--- src/sv/calendar_to_epoch_timestamp_unit_defines.svh ---
// Assertion macros shared by the timestamp unit RTL.
`ifndef CALENDAR_TO_EPOCH_TIMESTAMP_UNIT_DEFINES_SVH
`define CALENDAR_TO_EPOCH_TIMESTAMP_UNIT_DEFINES_SVH

// Consequent checked in the same cycle as the antecedent.
`define CTE_ASSERT_SAME(label, clk, rst, ante, cons) \
   label: assert property (@(posedge clk) disable iff (rst) (ante) |-> (cons)) \
      else $error("timestamp unit assertion failed");

// Consequent checked in the cycle after the antecedent.
`define CTE_ASSERT_NEXT(label, clk, rst, ante, cons) \
   label: assert property (@(posedge clk) disable iff (rst) (ante) |=> (cons)) \
      else $error("timestamp unit assertion failed");

`endif

--- src/sv/cte_pkg.sv ---
package cte_pkg;

   // Field and register widths
   localparam int YEAR_W   = 7;
   localparam int MONTH_W  = 4;
   localparam int DAY_W    = 5;
   localparam int HOUR_W   = 5;
   localparam int MINUTE_W = 6;
   localparam int SECOND_W = 6;
   localparam int ZONE_W   = 11;
   localparam int TS_W     = 42;
   localparam int CSR_IDX_W  = 2;
   localparam int CSR_DATA_W = 11;

   // Shared multiply-accumulate widths
   localparam int COUNT_W = 11;
   localparam int SCALE_W = 27;
   localparam int PROD_W  = COUNT_W + SCALE_W;

   // Year index counts from 1970; 2000 sits 30 years in
   localparam int YIDX_W = 8;
   localparam logic [YIDX_W-1:0] YEAR_BASE_OFFSET = 8'd30;

   // Register indexes
   localparam logic [CSR_IDX_W-1:0] CSR_UNIT_MILLIS = 2'd0;
   localparam logic [CSR_IDX_W-1:0] CSR_ZONE_OFFSET = 2'd1;

   // Unit constants
   localparam logic [SCALE_W-1:0] DAY_MS    = 27'd86400000;
   localparam logic [SCALE_W-1:0] DAY_S     = 27'd86400;
   localparam logic [SCALE_W-1:0] HOUR_MS   = 27'd3600000;
   localparam logic [SCALE_W-1:0] HOUR_S    = 27'd3600;
   localparam logic [SCALE_W-1:0] MINUTE_MS = 27'd60000;
   localparam logic [SCALE_W-1:0] MINUTE_S  = 27'd60;
   localparam logic [SCALE_W-1:0] SECOND_MS = 27'd1000;
   localparam logic [SCALE_W-1:0] SECOND_S  = 27'd1;

   localparam logic [COUNT_W-1:0] DAYS_LEAP   = 11'd366;
   localparam logic [COUNT_W-1:0] DAYS_COMMON = 11'd365;

   typedef enum logic [3:0] {
      ST_IDLE,
      ST_YEAR,
      ST_MONTH,
      ST_DAY,
      ST_HOUR,
      ST_MINUTE,
      ST_SECOND,
      ST_ZONE,
      ST_DRAIN,
      ST_FINISH
   } state_type;

   typedef enum logic [1:0] {
      SCALE_DAY,
      SCALE_HOUR,
      SCALE_MINUTE,
      SCALE_SECOND
   } scale_sel_type;

   // Sequencer to accumulator
   typedef struct packed {
      logic                clear;
      logic                add_en;
      logic                subtract;
      scale_sel_type       scale_sel;
      logic [COUNT_W-1:0]  count;
   } alu_ctrl_type;

   // Sequencer to top level
   typedef struct packed {
      logic req_ready;
      logic load_out;
      logic field_error;
   } seq_status_type;

   // Days in a month; zero for codes that name no month
   function automatic logic [DAY_W-1:0] month_len(input logic [MONTH_W-1:0] mo,
                                                  input logic leap);
      logic [DAY_W-1:0] len;
      unique case (mo)
         4'd1, 4'd3, 4'd5, 4'd7, 4'd8, 4'd10, 4'd12: len = 5'd31;
         4'd4, 4'd6, 4'd9, 4'd11:                    len = 5'd30;
         4'd2:                                       len = leap ? 5'd29 : 5'd28;
         default:                                    len = 5'd0;
      endcase
      return len;
   endfunction

   // Scale factor for one step, seconds or milliseconds
   function automatic logic [SCALE_W-1:0] scale_of(input scale_sel_type sel,
                                                   input logic millis);
      logic [SCALE_W-1:0] s;
      unique case (sel)
         SCALE_DAY:    s = millis ? DAY_MS    : DAY_S;
         SCALE_HOUR:   s = millis ? HOUR_MS   : HOUR_S;
         SCALE_MINUTE: s = millis ? MINUTE_MS : MINUTE_S;
         SCALE_SECOND: s = millis ? SECOND_MS : SECOND_S;
         default:      s = '0;
      endcase
      return s;
   endfunction

endpackage

--- src/sv/cte_ifs.sv ---
interface cte_req_if;
   logic                          valid;
   logic                          ready;
   logic [cte_pkg::YEAR_W-1:0]    year_of_century;
   logic [cte_pkg::MONTH_W-1:0]   month_number;
   logic [cte_pkg::DAY_W-1:0]     day_of_month;
   logic [cte_pkg::HOUR_W-1:0]    hour_of_day;
   logic [cte_pkg::MINUTE_W-1:0]  minute_of_hour;
   logic [cte_pkg::SECOND_W-1:0]  second_of_minute;

   modport source (output valid, year_of_century, month_number, day_of_month,
                   hour_of_day, minute_of_hour, second_of_minute, input ready);
   modport sink   (input valid, year_of_century, month_number, day_of_month,
                   hour_of_day, minute_of_hour, second_of_minute, output ready);
endinterface

interface cte_rsp_if;
   logic                      valid;
   logic                      ready;
   logic [cte_pkg::TS_W-1:0]  timestamp;
   logic                      field_error;

   modport source (output valid, timestamp, field_error, input ready);
   modport sink   (input valid, timestamp, field_error, output ready);
endinterface

interface cte_csr_if;
   logic                            valid;
   logic                            ready;
   logic [cte_pkg::CSR_IDX_W-1:0]   index;
   logic [cte_pkg::CSR_DATA_W-1:0]  data;

   modport source (output valid, index, data, input ready);
   modport sink   (input valid, index, data, output ready);
endinterface

--- src/sv/cte_alu.sv ---
// Shared multiply-accumulate: acc +/- count * scale, product registered
module cte_alu (
   input  logic                        clock,
   input  logic                        reset,
   input  cte_pkg::alu_ctrl_type       ctrl,
   input  logic                        unit_millis,
   output logic [cte_pkg::TS_W-1:0]    acc
);

   logic [cte_pkg::PROD_W-1:0] prod_ff, prod_in;
   logic                       add_en_ff, add_en_in;
   logic                       sub_ff, sub_in;
   logic [cte_pkg::TS_W-1:0]   acc_ff, acc_in;

   // Stage 1: product of step count and unit scale
   always_comb begin
      prod_in   = cte_pkg::PROD_W'(ctrl.count) *
                  cte_pkg::PROD_W'(cte_pkg::scale_of(ctrl.scale_sel, unit_millis));
      add_en_in = ctrl.add_en && !ctrl.clear;
      sub_in    = ctrl.subtract;
   end

   // Stage 2: accumulate, wrapping at 42 bits
   always_comb begin
      if (ctrl.clear) begin
         acc_in = '0;
      end else if (add_en_ff) begin
         acc_in = sub_ff ? acc_ff - cte_pkg::TS_W'(prod_ff)
                         : acc_ff + cte_pkg::TS_W'(prod_ff);
      end else begin
         acc_in = acc_ff;
      end
   end

   always_ff @(posedge clock) begin
      if (reset) begin
         add_en_ff <= 1'b0;
         acc_ff    <= '0;
      end else begin
         add_en_ff <= add_en_in;
         acc_ff    <= acc_in;
      end
      prod_ff <= prod_in;
      sub_ff  <= sub_in;
   end

   assign acc = acc_ff;

endmodule

--- src/sv/cte_seq.sv ---
// Step sequencer: years, months, then day, hour, minute, second and zone
module cte_seq (
   input  logic                            clock,
   input  logic                            reset,
   input  logic                            req_valid,
   input  logic [cte_pkg::YEAR_W-1:0]      year_of_century,
   input  logic [cte_pkg::MONTH_W-1:0]     month_number,
   input  logic [cte_pkg::DAY_W-1:0]       day_of_month,
   input  logic [cte_pkg::HOUR_W-1:0]      hour_of_day,
   input  logic [cte_pkg::MINUTE_W-1:0]    minute_of_hour,
   input  logic [cte_pkg::SECOND_W-1:0]    second_of_minute,
   input  logic [cte_pkg::ZONE_W-1:0]      zone_offset,
   input  logic                            out_free,
   output cte_pkg::alu_ctrl_type           ctrl,
   output cte_pkg::seq_status_type         status
);

   cte_pkg::state_type state_ff, state_in;

   logic [cte_pkg::YEAR_W-1:0]    year_ff;
   logic [cte_pkg::MONTH_W-1:0]   month_ff;
   logic [cte_pkg::DAY_W-1:0]     day_ff;
   logic [cte_pkg::HOUR_W-1:0]    hour_ff;
   logic [cte_pkg::MINUTE_W-1:0]  minute_ff;
   logic [cte_pkg::SECOND_W-1:0]  second_ff;
   logic                          err_ff, err_in;
   logic [cte_pkg::YIDX_W-1:0]    yidx_ff, yidx_in;
   logic [cte_pkg::MONTH_W-1:0]   midx_ff, midx_in;

   logic                          accept;
   logic                          in_leap;
   logic                          in_bad;
   logic                          target_leap;
   logic [cte_pkg::YIDX_W-1:0]    year_target;
   logic                          year_more;
   logic                          month_more;

   // Range check on the incoming transaction
   always_comb begin
      accept  = req_valid && (state_ff == cte_pkg::ST_IDLE);
      in_leap = (year_of_century[1:0] == 2'd0);
      in_bad  = (year_of_century > 7'd99) || (month_number == 4'd0) ||
                (month_number > 4'd12) || (day_of_month == 5'd0) ||
                (day_of_month > cte_pkg::month_len(month_number, in_leap)) ||
                (hour_of_day > 5'd23) || (minute_of_hour > 6'd59) ||
                (second_of_minute > 6'd59);
   end

   // Loop bounds; years between 1970 and 2099 are leap when divisible by four
   always_comb begin
      target_leap = (year_ff[1:0] == 2'd0);
      year_target = cte_pkg::YIDX_W'(year_ff) + cte_pkg::YEAR_BASE_OFFSET;
      year_more   = (yidx_ff != year_target);
      month_more  = (midx_ff != month_ff);
   end

   // Next state
   always_comb begin
      state_in = state_ff;
      unique case (state_ff)
         cte_pkg::ST_IDLE:   if (accept) begin
                                state_in = in_bad ? cte_pkg::ST_FINISH : cte_pkg::ST_YEAR;
                             end
         cte_pkg::ST_YEAR:   if (!year_more) begin
                                state_in = cte_pkg::ST_MONTH;
                             end
         cte_pkg::ST_MONTH:  if (!month_more) begin
                                state_in = cte_pkg::ST_DAY;
                             end
         cte_pkg::ST_DAY:    state_in = cte_pkg::ST_HOUR;
         cte_pkg::ST_HOUR:   state_in = cte_pkg::ST_MINUTE;
         cte_pkg::ST_MINUTE: state_in = cte_pkg::ST_SECOND;
         cte_pkg::ST_SECOND: state_in = cte_pkg::ST_ZONE;
         cte_pkg::ST_ZONE:   state_in = cte_pkg::ST_DRAIN;
         cte_pkg::ST_DRAIN:  state_in = cte_pkg::ST_FINISH;
         cte_pkg::ST_FINISH: if (out_free) begin
                                state_in = cte_pkg::ST_IDLE;
                             end
         default:            state_in = cte_pkg::ST_IDLE;
      endcase
   end

   // Step controls for the shared unit
   always_comb begin
      ctrl             = '0;
      ctrl.scale_sel   = cte_pkg::SCALE_DAY;
      status           = '0;
      status.field_error = err_ff;
      unique case (state_ff)
         cte_pkg::ST_IDLE: begin
            status.req_ready = 1'b1;
            ctrl.clear       = accept;
         end
         cte_pkg::ST_YEAR: begin
            ctrl.add_en = year_more;
            ctrl.count  = (yidx_ff[1:0] == 2'd2) ? cte_pkg::DAYS_LEAP
                                                 : cte_pkg::DAYS_COMMON;
         end
         cte_pkg::ST_MONTH: begin
            ctrl.add_en = month_more;
            ctrl.count  = cte_pkg::COUNT_W'(cte_pkg::month_len(midx_ff, target_leap));
         end
         cte_pkg::ST_DAY: begin
            ctrl.add_en = 1'b1;
            ctrl.count  = cte_pkg::COUNT_W'(day_ff - 5'd1);
         end
         cte_pkg::ST_HOUR: begin
            ctrl.add_en    = 1'b1;
            ctrl.scale_sel = cte_pkg::SCALE_HOUR;
            ctrl.count     = cte_pkg::COUNT_W'(hour_ff);
         end
         cte_pkg::ST_MINUTE: begin
            ctrl.add_en    = 1'b1;
            ctrl.scale_sel = cte_pkg::SCALE_MINUTE;
            ctrl.count     = cte_pkg::COUNT_W'(minute_ff);
         end
         cte_pkg::ST_SECOND: begin
            ctrl.add_en    = 1'b1;
            ctrl.scale_sel = cte_pkg::SCALE_SECOND;
            ctrl.count     = cte_pkg::COUNT_W'(second_ff);
         end
         cte_pkg::ST_ZONE: begin
            // Zone ahead of UTC is subtracted; magnitude of -1024 still fits
            ctrl.add_en    = 1'b1;
            ctrl.scale_sel = cte_pkg::SCALE_MINUTE;
            ctrl.subtract  = !zone_offset[cte_pkg::ZONE_W-1];
            ctrl.count     = zone_offset[cte_pkg::ZONE_W-1] ? (~zone_offset + 11'd1)
                                                            : zone_offset;
         end
         cte_pkg::ST_DRAIN: begin
         end
         cte_pkg::ST_FINISH: begin
            status.load_out = out_free;
         end
         default: begin
         end
      endcase
   end

   // Loop counters
   always_comb begin
      yidx_in = yidx_ff;
      midx_in = midx_ff;
      err_in  = err_ff;
      if (accept) begin
         yidx_in = '0;
         midx_in = 4'd1;
         err_in  = in_bad;
      end else if (state_ff == cte_pkg::ST_YEAR && year_more) begin
         yidx_in = yidx_ff + 8'd1;
      end else if (state_ff == cte_pkg::ST_MONTH && month_more) begin
         midx_in = midx_ff + 4'd1;
      end
   end

   always_ff @(posedge clock) begin
      if (reset) begin
         state_ff <= cte_pkg::ST_IDLE;
         err_ff   <= 1'b0;
      end else begin
         state_ff <= state_in;
         err_ff   <= err_in;
      end
      yidx_ff <= yidx_in;
      midx_ff <= midx_in;
      if (accept) begin
         year_ff   <= year_of_century;
         month_ff  <= month_number;
         day_ff    <= day_of_month;
         hour_ff   <= hour_of_day;
         minute_ff <= minute_of_hour;
         second_ff <= second_of_minute;
      end
   end

endmodule

--- src/sv/calendar_to_epoch_timestamp_unit.sv ---
// Calendar time (years 2000..2099) to Unix timestamp in seconds or milliseconds.
// req_ch carries one calendar time per transaction; rsp_ch returns one result
// with timestamp and field_error for each. csr_ch writes index 0 (unit_millis)
// and index 1 (zone_offset_minutes, signed, subtracted from the result).
// One shared multiply-accumulate unit adds one term per cycle: one per year
// since 1970, one per month before the given one, then day, hour, minute,
// second and zone. A valid transaction steps through the year loop, the
// month loop, then day, hour, minute, second, zone and drain before its
// result loads; a transaction with an out-of-range field goes straight to
// the finish state with field_error set and a zero timestamp. One transaction
// is in work at a time; req ready is high only while the sequencer is idle,
// so the next transaction is taken at the earliest in the cycle after a result loads.
// The result sits in an output register; while the receiver stalls it holds
// there and the next transaction may already be accepted and computed, but it
// finishes only once the register frees.
// Reset (synchronous, active high) empties the output register, returns the
// sequencer to idle and restores unit_millis = 1 and zone offset = 0.
// Configuration writes are always accepted and should be made while idle.
`include "calendar_to_epoch_timestamp_unit_defines.svh"

module calendar_to_epoch_timestamp_unit (
   input  logic       clock,
   input  logic       reset,
   cte_req_if.sink    req_ch,
   cte_rsp_if.source  rsp_ch,
   cte_csr_if.sink    csr_ch
);

   logic                            unit_millis_ff, unit_millis_in;
   logic [cte_pkg::ZONE_W-1:0]      zone_ff, zone_in;
   logic                            out_valid_ff, out_valid_in;
   logic [cte_pkg::TS_W-1:0]        out_ts_ff, out_ts_in;
   logic                            out_err_ff, out_err_in;

   logic                            csr_write;
   logic                            out_free;
   logic [cte_pkg::TS_W-1:0]        acc;
   cte_pkg::alu_ctrl_type           ctrl;
   cte_pkg::seq_status_type         status;

   // Configuration registers
   always_comb begin
      csr_write      = csr_ch.valid && csr_ch.ready;
      unit_millis_in = unit_millis_ff;
      zone_in        = zone_ff;
      if (csr_write && csr_ch.index == cte_pkg::CSR_UNIT_MILLIS) begin
         unit_millis_in = csr_ch.data[0];
      end
      if (csr_write && csr_ch.index == cte_pkg::CSR_ZONE_OFFSET) begin
         zone_in = csr_ch.data;
      end
   end

   assign csr_ch.ready = 1'b1;

   cte_seq u_seq (
      .clock            (clock),
      .reset            (reset),
      .req_valid        (req_ch.valid),
      .year_of_century  (req_ch.year_of_century),
      .month_number     (req_ch.month_number),
      .day_of_month     (req_ch.day_of_month),
      .hour_of_day      (req_ch.hour_of_day),
      .minute_of_hour   (req_ch.minute_of_hour),
      .second_of_minute (req_ch.second_of_minute),
      .zone_offset      (zone_ff),
      .out_free         (out_free),
      .ctrl             (ctrl),
      .status           (status)
   );

   cte_alu u_alu (
      .clock       (clock),
      .reset       (reset),
      .ctrl        (ctrl),
      .unit_millis (unit_millis_ff),
      .acc         (acc)
   );

   assign req_ch.ready = status.req_ready;

   // Output register
   always_comb begin
      out_free     = !out_valid_ff || rsp_ch.ready;
      out_valid_in = out_valid_ff && !rsp_ch.ready;
      out_ts_in    = out_ts_ff;
      out_err_in   = out_err_ff;
      if (status.load_out) begin
         out_valid_in = 1'b1;
         out_ts_in    = status.field_error ? '0 : acc;
         out_err_in   = status.field_error;
      end
   end

   always_ff @(posedge clock) begin
      if (reset) begin
         unit_millis_ff <= 1'b1;
         zone_ff        <= '0;
         out_valid_ff   <= 1'b0;
      end else begin
         unit_millis_ff <= unit_millis_in;
         zone_ff        <= zone_in;
         out_valid_ff   <= out_valid_in;
      end
      out_ts_ff  <= out_ts_in;
      out_err_ff <= out_err_in;
   end

   assign rsp_ch.valid       = out_valid_ff;
   assign rsp_ch.timestamp   = out_ts_ff;
   assign rsp_ch.field_error = out_err_ff;

   // An error result never carries a timestamp
   `CTE_ASSERT_SAME(a_err_zero_ts, clock, reset, out_valid_ff && out_err_ff, out_ts_ff == '0)
   // The sequencer stops taking transactions once one is accepted
   `CTE_ASSERT_NEXT(a_busy_after_accept, clock, reset, req_ch.valid && req_ch.ready, !req_ch.ready)
   // A unit write lands in the register
   `CTE_ASSERT_NEXT(a_unit_write, clock, reset,
      csr_ch.valid && csr_ch.ready && csr_ch.index == cte_pkg::CSR_UNIT_MILLIS,
      unit_millis_ff == $past(csr_ch.data[0]))

endmodule

--- src/flat_wrapper.sv ---
// flat-port wrapper written by rule: the top's interface ports become plain ports
module calendar_to_epoch_timestamp_unit_flat 
  (clock, reset, req_ch_valid, req_ch_year_of_century, req_ch_month_number, req_ch_day_of_month, req_ch_hour_of_day, req_ch_minute_of_hour, req_ch_second_of_minute, req_ch_ready, rsp_ch_valid, rsp_ch_timestamp, rsp_ch_field_error, rsp_ch_ready, csr_ch_valid, csr_ch_index, csr_ch_data, csr_ch_ready);
  cte_req_if req_ch_i ();
  cte_rsp_if rsp_ch_i ();
  cte_csr_if csr_ch_i ();
  input  logic clock;
  input  logic reset;
  input wire logic [$bits(req_ch_i.valid)-1:0] req_ch_valid;
  input wire logic [$bits(req_ch_i.year_of_century)-1:0] req_ch_year_of_century;
  input wire logic [$bits(req_ch_i.month_number)-1:0] req_ch_month_number;
  input wire logic [$bits(req_ch_i.day_of_month)-1:0] req_ch_day_of_month;
  input wire logic [$bits(req_ch_i.hour_of_day)-1:0] req_ch_hour_of_day;
  input wire logic [$bits(req_ch_i.minute_of_hour)-1:0] req_ch_minute_of_hour;
  input wire logic [$bits(req_ch_i.second_of_minute)-1:0] req_ch_second_of_minute;
  output wire logic [$bits(req_ch_i.ready)-1:0] req_ch_ready;
  output wire logic [$bits(rsp_ch_i.valid)-1:0] rsp_ch_valid;
  output wire logic [$bits(rsp_ch_i.timestamp)-1:0] rsp_ch_timestamp;
  output wire logic [$bits(rsp_ch_i.field_error)-1:0] rsp_ch_field_error;
  input wire logic [$bits(rsp_ch_i.ready)-1:0] rsp_ch_ready;
  input wire logic [$bits(csr_ch_i.valid)-1:0] csr_ch_valid;
  input wire logic [$bits(csr_ch_i.index)-1:0] csr_ch_index;
  input wire logic [$bits(csr_ch_i.data)-1:0] csr_ch_data;
  output wire logic [$bits(csr_ch_i.ready)-1:0] csr_ch_ready;
  assign req_ch_i.valid = req_ch_valid;
  assign req_ch_i.year_of_century = req_ch_year_of_century;
  assign req_ch_i.month_number = req_ch_month_number;
  assign req_ch_i.day_of_month = req_ch_day_of_month;
  assign req_ch_i.hour_of_day = req_ch_hour_of_day;
  assign req_ch_i.minute_of_hour = req_ch_minute_of_hour;
  assign req_ch_i.second_of_minute = req_ch_second_of_minute;
  assign req_ch_ready = req_ch_i.ready;
  assign rsp_ch_valid = rsp_ch_i.valid;
  assign rsp_ch_timestamp = rsp_ch_i.timestamp;
  assign rsp_ch_field_error = rsp_ch_i.field_error;
  assign rsp_ch_i.ready = rsp_ch_ready;
  assign csr_ch_i.valid = csr_ch_valid;
  assign csr_ch_i.index = csr_ch_index;
  assign csr_ch_i.data = csr_ch_data;
  assign csr_ch_ready = csr_ch_i.ready;
  calendar_to_epoch_timestamp_unit u_core (.clock(clock), .reset(reset), .req_ch(req_ch_i), .rsp_ch(rsp_ch_i), .csr_ch(csr_ch_i));
endmodule
--- config.mk ---
export PLATFORM = sky130hd
export DESIGN_NAME = calendar_to_epoch_timestamp_unit_flat
export DESIGN_NICKNAME = d
export VERILOG_FILES = /design/src/sv/cte_pkg.sv /design/src/sv/cte_ifs.sv /design/src/sv/cte_alu.sv /design/src/sv/cte_seq.sv /design/src/sv/calendar_to_epoch_timestamp_unit.sv /design/src/flat_wrapper.sv
export VERILOG_INCLUDE_DIRS = /design/src /design/src/sv
export SDC_FILE = /design/constraint.sdc
export NUM_CORES = 1
export LEC_CHECK = 0
export BUFFER_PORTS_ARGS = -buffer_cell sky130_fd_sc_hd__buf_4
export CORE_ASPECT_RATIO = 0.5
export CORE_UTILIZATION = 65
export CTS_CLUSTER_DIAMETER = 150
export DETAILED_ROUTE_END_ITERATION = 8
export PLACE_DENSITY = 0.83
export SETUP_SLACK_MARGIN = 0.1
export SKIP_LAST_GASP = 1
export SYNTH_ARGS = -nofsm -noshare
export SYNTH_HDL_FRONTEND = slang
export SYNTH_HIERARCHICAL = 1
export SYNTH_SLANG_ARGS = --single-unit
--- constraint.sdc ---
create_clock -name clock -period 12.2 [get_ports clock]
set_clock_uncertainty 0.05 [all_clocks]
set_input_delay 0.61 -clock clock [delete_from_list [all_inputs] [get_ports clock]]
set_output_delay 0.61 -clock clock [all_outputs]
set_load 0.01 [all_outputs]
# ---- Word level (Yosys, flattened, before mapping)
# Index checks and enable logic that the tools add are counted.
dict set report word_totals {
  reg_bits 188
  inputBits 51
  wordCells 139
  output_inout_bits 46
}
dict set report op_classes {
  mul 1
  n_bitwise 2
  reduce_logical 35
  mux 25
  add_sub_neg 7
  order_cmp 6
  n_eq_ne 44
}
# cell n
set ops {}
lappend ops {{case mux 27 bit (4 select lines)} 1}
lappend ops {{case mux 11 bit (7 select lines)} 1}
lappend ops {{equality test 4 x 3 -> 1 bit (second input constant)} 12}
lappend ops {{equality test 4 bit (second input constant)} 12}
lappend ops {{adder 42 x 38 -> 42 bit} 1}
lappend ops {{two-way mux 42 bit} 1}
lappend ops {{subtractor 42 x 38 -> 42 bit} 1}
lappend ops {{case mux 4 bit (10 select lines)} 1}
lappend ops {{multiplier 11 x 27 -> 38 bit} 1}
lappend ops {{case mux 5 bit (3 select lines)} 2}
lappend ops {{two-way mux 27 bit} 1}
lappend ops {{equality test 4 x 2 -> 1 bit (second input constant)} 6}
lappend ops {{two-way mux 22 bit} 1}
lappend ops {{two-way mux 4 bit} 5}
lappend ops {{two-way mux 16 bit} 1}
lappend ops {{OR reduction 7 bit} 2}
lappend ops {{equality test 4 x 1 -> 1 bit (second input constant)} 3}
lappend ops {{> comparator 6 bit (second input constant)} 2}
lappend ops {{adder 11 x 1 -> 11 bit (second input constant)} 1}
lappend ops {{two-way mux 11 bit} 1}
lappend ops {{NOT 11 bit} 1}
lappend ops {{two-way mux 10 bit} 1}
lappend ops {{adder 7 x 5 -> 8 bit (second input constant)} 1}
lappend ops {{adder 8 x 1 -> 8 bit (second input constant)} 1}
lappend ops {{27 further kinds} 60}

# ---- Depth between registers and ports, before layout
dict set report logic_depth {
  word_depth 11
  depth_mapped 29
  mapped_depth_nobuf 28
}

# ---- Cells and area by module
# Netlist, hierarchy kept.
# mod seq_area_each_um2 cells_per_inst n_inst area_per_inst_um2
set modules_own_cells {}
lappend modules_own_cells {cte_alu 1641.6 1625 1 13653.1}
lappend modules_own_cells {cte_seq 1331.3 299 1 2941.6}
lappend modules_own_cells {calendar_to_epoch_timestamp_unit 1551.5 148 1 2182.1}

# ---- Least setup slack after synthesis
# OpenSTA, ideal clock, no wires.
dict set report synth_path {
  path_type {register to register}
  start {register u_core.u_seq.state_ff[3]}
  end {register u_core/u_alu/prod_ff[31] in the netlist's numbering}
  stages_incl_launch_ff 26
  setup_slack_ns 5.379
  arrival_ns 6.699
  n_path_buf 3
  cell_sequence {dfxtp_1 -> nand2b_1 -> clkbuf_1 -> or2_2 -> clkbuf_1 -> o41ai_1 -> clkbuf_1 -> nand2_1 -> fa_1 -> inv_1 -> fa_1 -> fa_1 -> fa_1 -> inv_1 -> fa_1 -> inv_1 -> ha_1 -> a21o_1 -> a21oi_1 -> nor2_1 -> nor3_1 -> a21oi_1 -> or2_2 -> a41o_1 -> a21oi_1 -> xnor2_1}
}
# item line_no
set synth_lines {}
lappend synth_lines {{from (decl)} cte_seq.sv:18} ;# cte_pkg::state_type state_ff, state_in;
lappend synth_lines {{from (signal assigned)} cte_seq.sv:158} ;# state_ff <= cte_pkg::ST_IDLE;
lappend synth_lines {{from (signal assigned)} cte_seq.sv:161} ;# state_ff <= state_in;
lappend synth_lines {{to (signal assigned)} cte_alu.sv:43} ;# prod_ff <= prod_in;
lappend synth_lines {{to (decl)} cte_alu.sv:10} ;# logic [cte_pkg::PROD_W-1:0] prod_ff, prod_in;

==> metrics.csv <==
metric;value;unit
outcome;finished clean;
smallest setup slack after layout;3.99;ns
Synth Warn #;6;
Post-Synthesis Cells;2072;
vias in the first global route;14167;
Total GRT Usage;0.300;
WL/cell;17.3;µm
Max Fclk;122;MHz
share of the synthesized area in the top cell type;0.184;
RSZ-0062 raised after global routing;no;
sequential area share after synthesis;0.241;
top cell type by total area after synthesis;fa_1;
drt drc;0;
met3 usage;0.0769;
max cap viols;0;
Final nets;2500;
Syn Nets;2451;
DIE WIDTH;242;µm
Tcrit/Tclk final;0.673;
core area;28000;µm²
CTS Hold Bufs;0;
ys async rst share;0;
Yosys reg bits;188;
register area;4530;µm²
detailed-route via count;14687;
Post-CTS Repair Setup Buffers;0;
Buffers on Ports;95;
Multi-input gate area;12900;µm²
# IOs;97;
initial DRC count;1505;
worst endpoint required time;12.54;ns
Routed Antenna Nets;0;
grt total ovfl;0;
fillers;2085;
Netlist cell types;89;
DPL Wire Length;33700;µm
kind of critical path;reg2reg;
LEAKAGE;9.65;nW
Worst-path clk slew;0.07;ns
peak supply drop;0.225;mV
initial antenna violation count;1;
most common flop cell mapped by yosys;dfxtp_1;
syn avg cell area;9.06;µm²
largest net degree at the start of global routing;53;
Final Max Tran Viols;0;
first-pass GRT wire length;70200;µm
Global Route met2 Usage;0.474;
CTS H-Tree Depth;4;
site row count;43;
via density per instance;5.84;
Slew HR;0.114;
Post-Route WL;43500;µm
Least-Margin Pin Slew;1.33;ns
CP max FO;15;
die height;122;µm
Synth area leaders;fa_1, edfxtp_1, dfxtp_1, ha_1, inv_1;
Worst-Skew Late Latency;0.46;ns
post-route minimum period;8.21;ns
met1 Usage GRT;0.408;
Mapped Area;18800;µm²
gr busiest metal;met2;
diode count;0;
Die ar.;29600;µm²
final setup fails;0;
Startpoint Class;flip-flop;
power density over cell area;247;nW/µm²
crit end category;flip-flop;
setup TNS;0;ns
post-cts resize count;0;
Min-Delay Path Class;in2reg;
TritonRoute pass-1 iters;6;
Clock Tree Root;clkbuf_16;
arrival time at the worst endpoint;8.56;ns
Initial Util;0.670;
clock sink count;188;
final hold violations;0;
Max Root-Sink Buffers;2;
number of synthesized flops with an enable pin;76;
CTS tree;built;
layout cells sized above 1;0.0895;
P&R area growth vs syn;8.50;%
Inserted Clock Buffers;17;
Final Wtd Congestion;0.994;
Post-Place Setup Slack;4.13;ns
[worst paths after layout]
kind / depth (start not counted) / from / slack (ns) / end
max: 21 / u_core/u_seq/state_ff[2]$_SDFFE_PP0P_ / 3.99 / u_core/u_alu/prod_ff[36]$_DFF_P_
min: 1 / req_ch_second_of_minute[0] / 0.28 / u_core/u_seq/second_ff[0]$_DFFE_PP_
max reg2reg: 21 / u_core/u_seq/state_ff[2]$_SDFFE_PP0P_ / 3.99 / u_core/u_alu/prod_ff[36]$_DFF_P_
min reg2reg: 2 / u_core/u_alu/acc[32]$_SDFFE_PP0P_ / 0.44 / u_core/u_alu/acc[32]$_SDFFE_PP0P_
[synth_stat cells (12+ instances only)]
master and n:
inv_1 280, fa_1 173, ha_1 155, nand2_1 152, nor2_1 122, a21oi_1 115, dfxtp_1 112, and2_1 92
xnor2_1 87, edfxtp_1 76, clkbuf_1 64, o21ai_0 61, a21o_1 43, mux2i_1 40, nand2b_1 38, nand3_1 38
nor3_1 37, nor2b_1 36, xor2_1 35, and3_1 34, and2b_1 21, nand4_1 19, a31oi_1 15, o21a_1 15
o21bai_1 14, a211oi_1 13, o211ai_1 12, o31ai_1 12
[critical path, stage by stage, from the launching register on]
cell       delay, ns
dfxtp_1         0.66
nand2b_1        0.32
nor2_1          0.90
nand2b_1        0.22
nor2_1          0.76
o21ai_0         0.31
fa_1            0.62
fa_1            0.44
fa_1            0.49
inv_1           0.05
fa_1            0.50
fa_1            0.49
ha_1            0.36
a21o_1          0.21
a21oi_1         0.18
nand3_1         0.11
o31ai_1         0.62
o2111ai_1       0.27
nand2_1         0.14
o2111ai_1       0.13
a21oi_1         0.18
xnor2_1         0.13
[layout by cell type, fill, tap and decap left out, types with 60 or more instances in the layout]
master,n
a21oi_1,115
inv_1,280
xnor2_1,87
nor2_1,122
ha_1,155
o21ai_0,60
dfxtp_1,111
nand2_1,152
edfxtp_1,76
and2_1,92
buf_4,115
fa_1,173
[per-layer routing]
layer | vias to the layer above | wire length (µm)
met5 | - | 13
met2 | 657 | 19200
met3 | 96 | 3940
li1 | 7022 | -
met4 | 2 | 1120
met1 | 6910 | 19200
[layout make-up]
| type | instances | area share |
|---|---|---|
| clock buffers | 19 | 0.0212 |
| clock inverters | 13 | 0.00798 |
| inverters | 281 | 0.0518 |
| multi-input cells | 1518 | 0.631 |
| flip-flops and latches | 188 | 0.222 |
| well taps | 382 | 0.0235 |
| repair buffers | 115 | 0.0424 |
[report_power, final]
part / internal, mW / switching (mW) / total, mW
Sequential: 0.824 / 0.116 / 0.940
Combinational: 1.39 / 2.14 / 3.53
Clock: 0.308 / 0.265 / 0.573
Total: 2.52 / 2.52 / 5.04
[sequential cells by signal, summed over array words and instances (netlist names)]
| name | count |
|---|---|
| u_core/u_seq/yidx_ff | 8 |
| u_core/u_seq/day_ff | 5 |
| u_core/u_seq/state_ff | 4 |
| u_core/rsp_ch.field_error | 1 |
| u_core/u_alu/sub_ff | 1 |
| u_core/rsp_ch.timestamp | 42 |
| u_core/u_seq/second_ff | 6 |
| u_core/u_seq/minute_ff | 6 |
| u_core/unit_millis_ff | 1 |
| u_core/u_seq/hour_ff | 5 |
| u_core/u_seq/month_ff | 4 |
| u_core/u_alu/add_en_ff | 1 |
| u_core/u_seq/err_ff | 1 |
| u_core/u_seq/midx_ff | 4 |
| u_core/u_alu/acc | 42 |
| u_core/u_alu/prod_ff | 38 |
| u_core/u_seq/year_ff | 7 |
| u_core/zone_ff | 11 |
| u_core/rsp_ch.valid | 1 |
[metrics by stage]
step / cells / power (mW) / hold WS [ns] / cell area (µm²) / util
2_1_floorplan: 2072 / 3.58 / 0.391 / 18800 / -
3_3_place_gp: 2483 / 4.29 / 0.411 / 19800 / 0.705
3_5_place_dp: 2484 / 4.39 / 0.430 / 19800 / 0.706
4_1_cts: 2516 / 5.00 / 0.263 / 20400 / 0.727
5_1_grt: 2516 / 5.47 / 0.263 / 20400 / 0.727
6_report: 2516 / 5.04 / 0.281 / 20400 / 0.727
[kinds of logic (layout without fill, tap and decap cells)]
kind of cell / Yosys count / count (layout) / synth area share
multiplexers: 41 / 41 / 0.0225
XOR/XNOR: 122 / 122 / 0.0569
flip-flops: 188 / 188 / 0.241
adder cells (fa/ha/maj): 328 / 328 / 0.288
AO/OA/AOI/OAI: 361 / 361 / 0.128
other: 1 / 1 / 0.000200
buffers and inverters: 366 / 428 / 0.0764
AND/OR/NAND/NOR: 665 / 665 / 0.188
No activity file was read; power rests on OpenSTA's default activity.
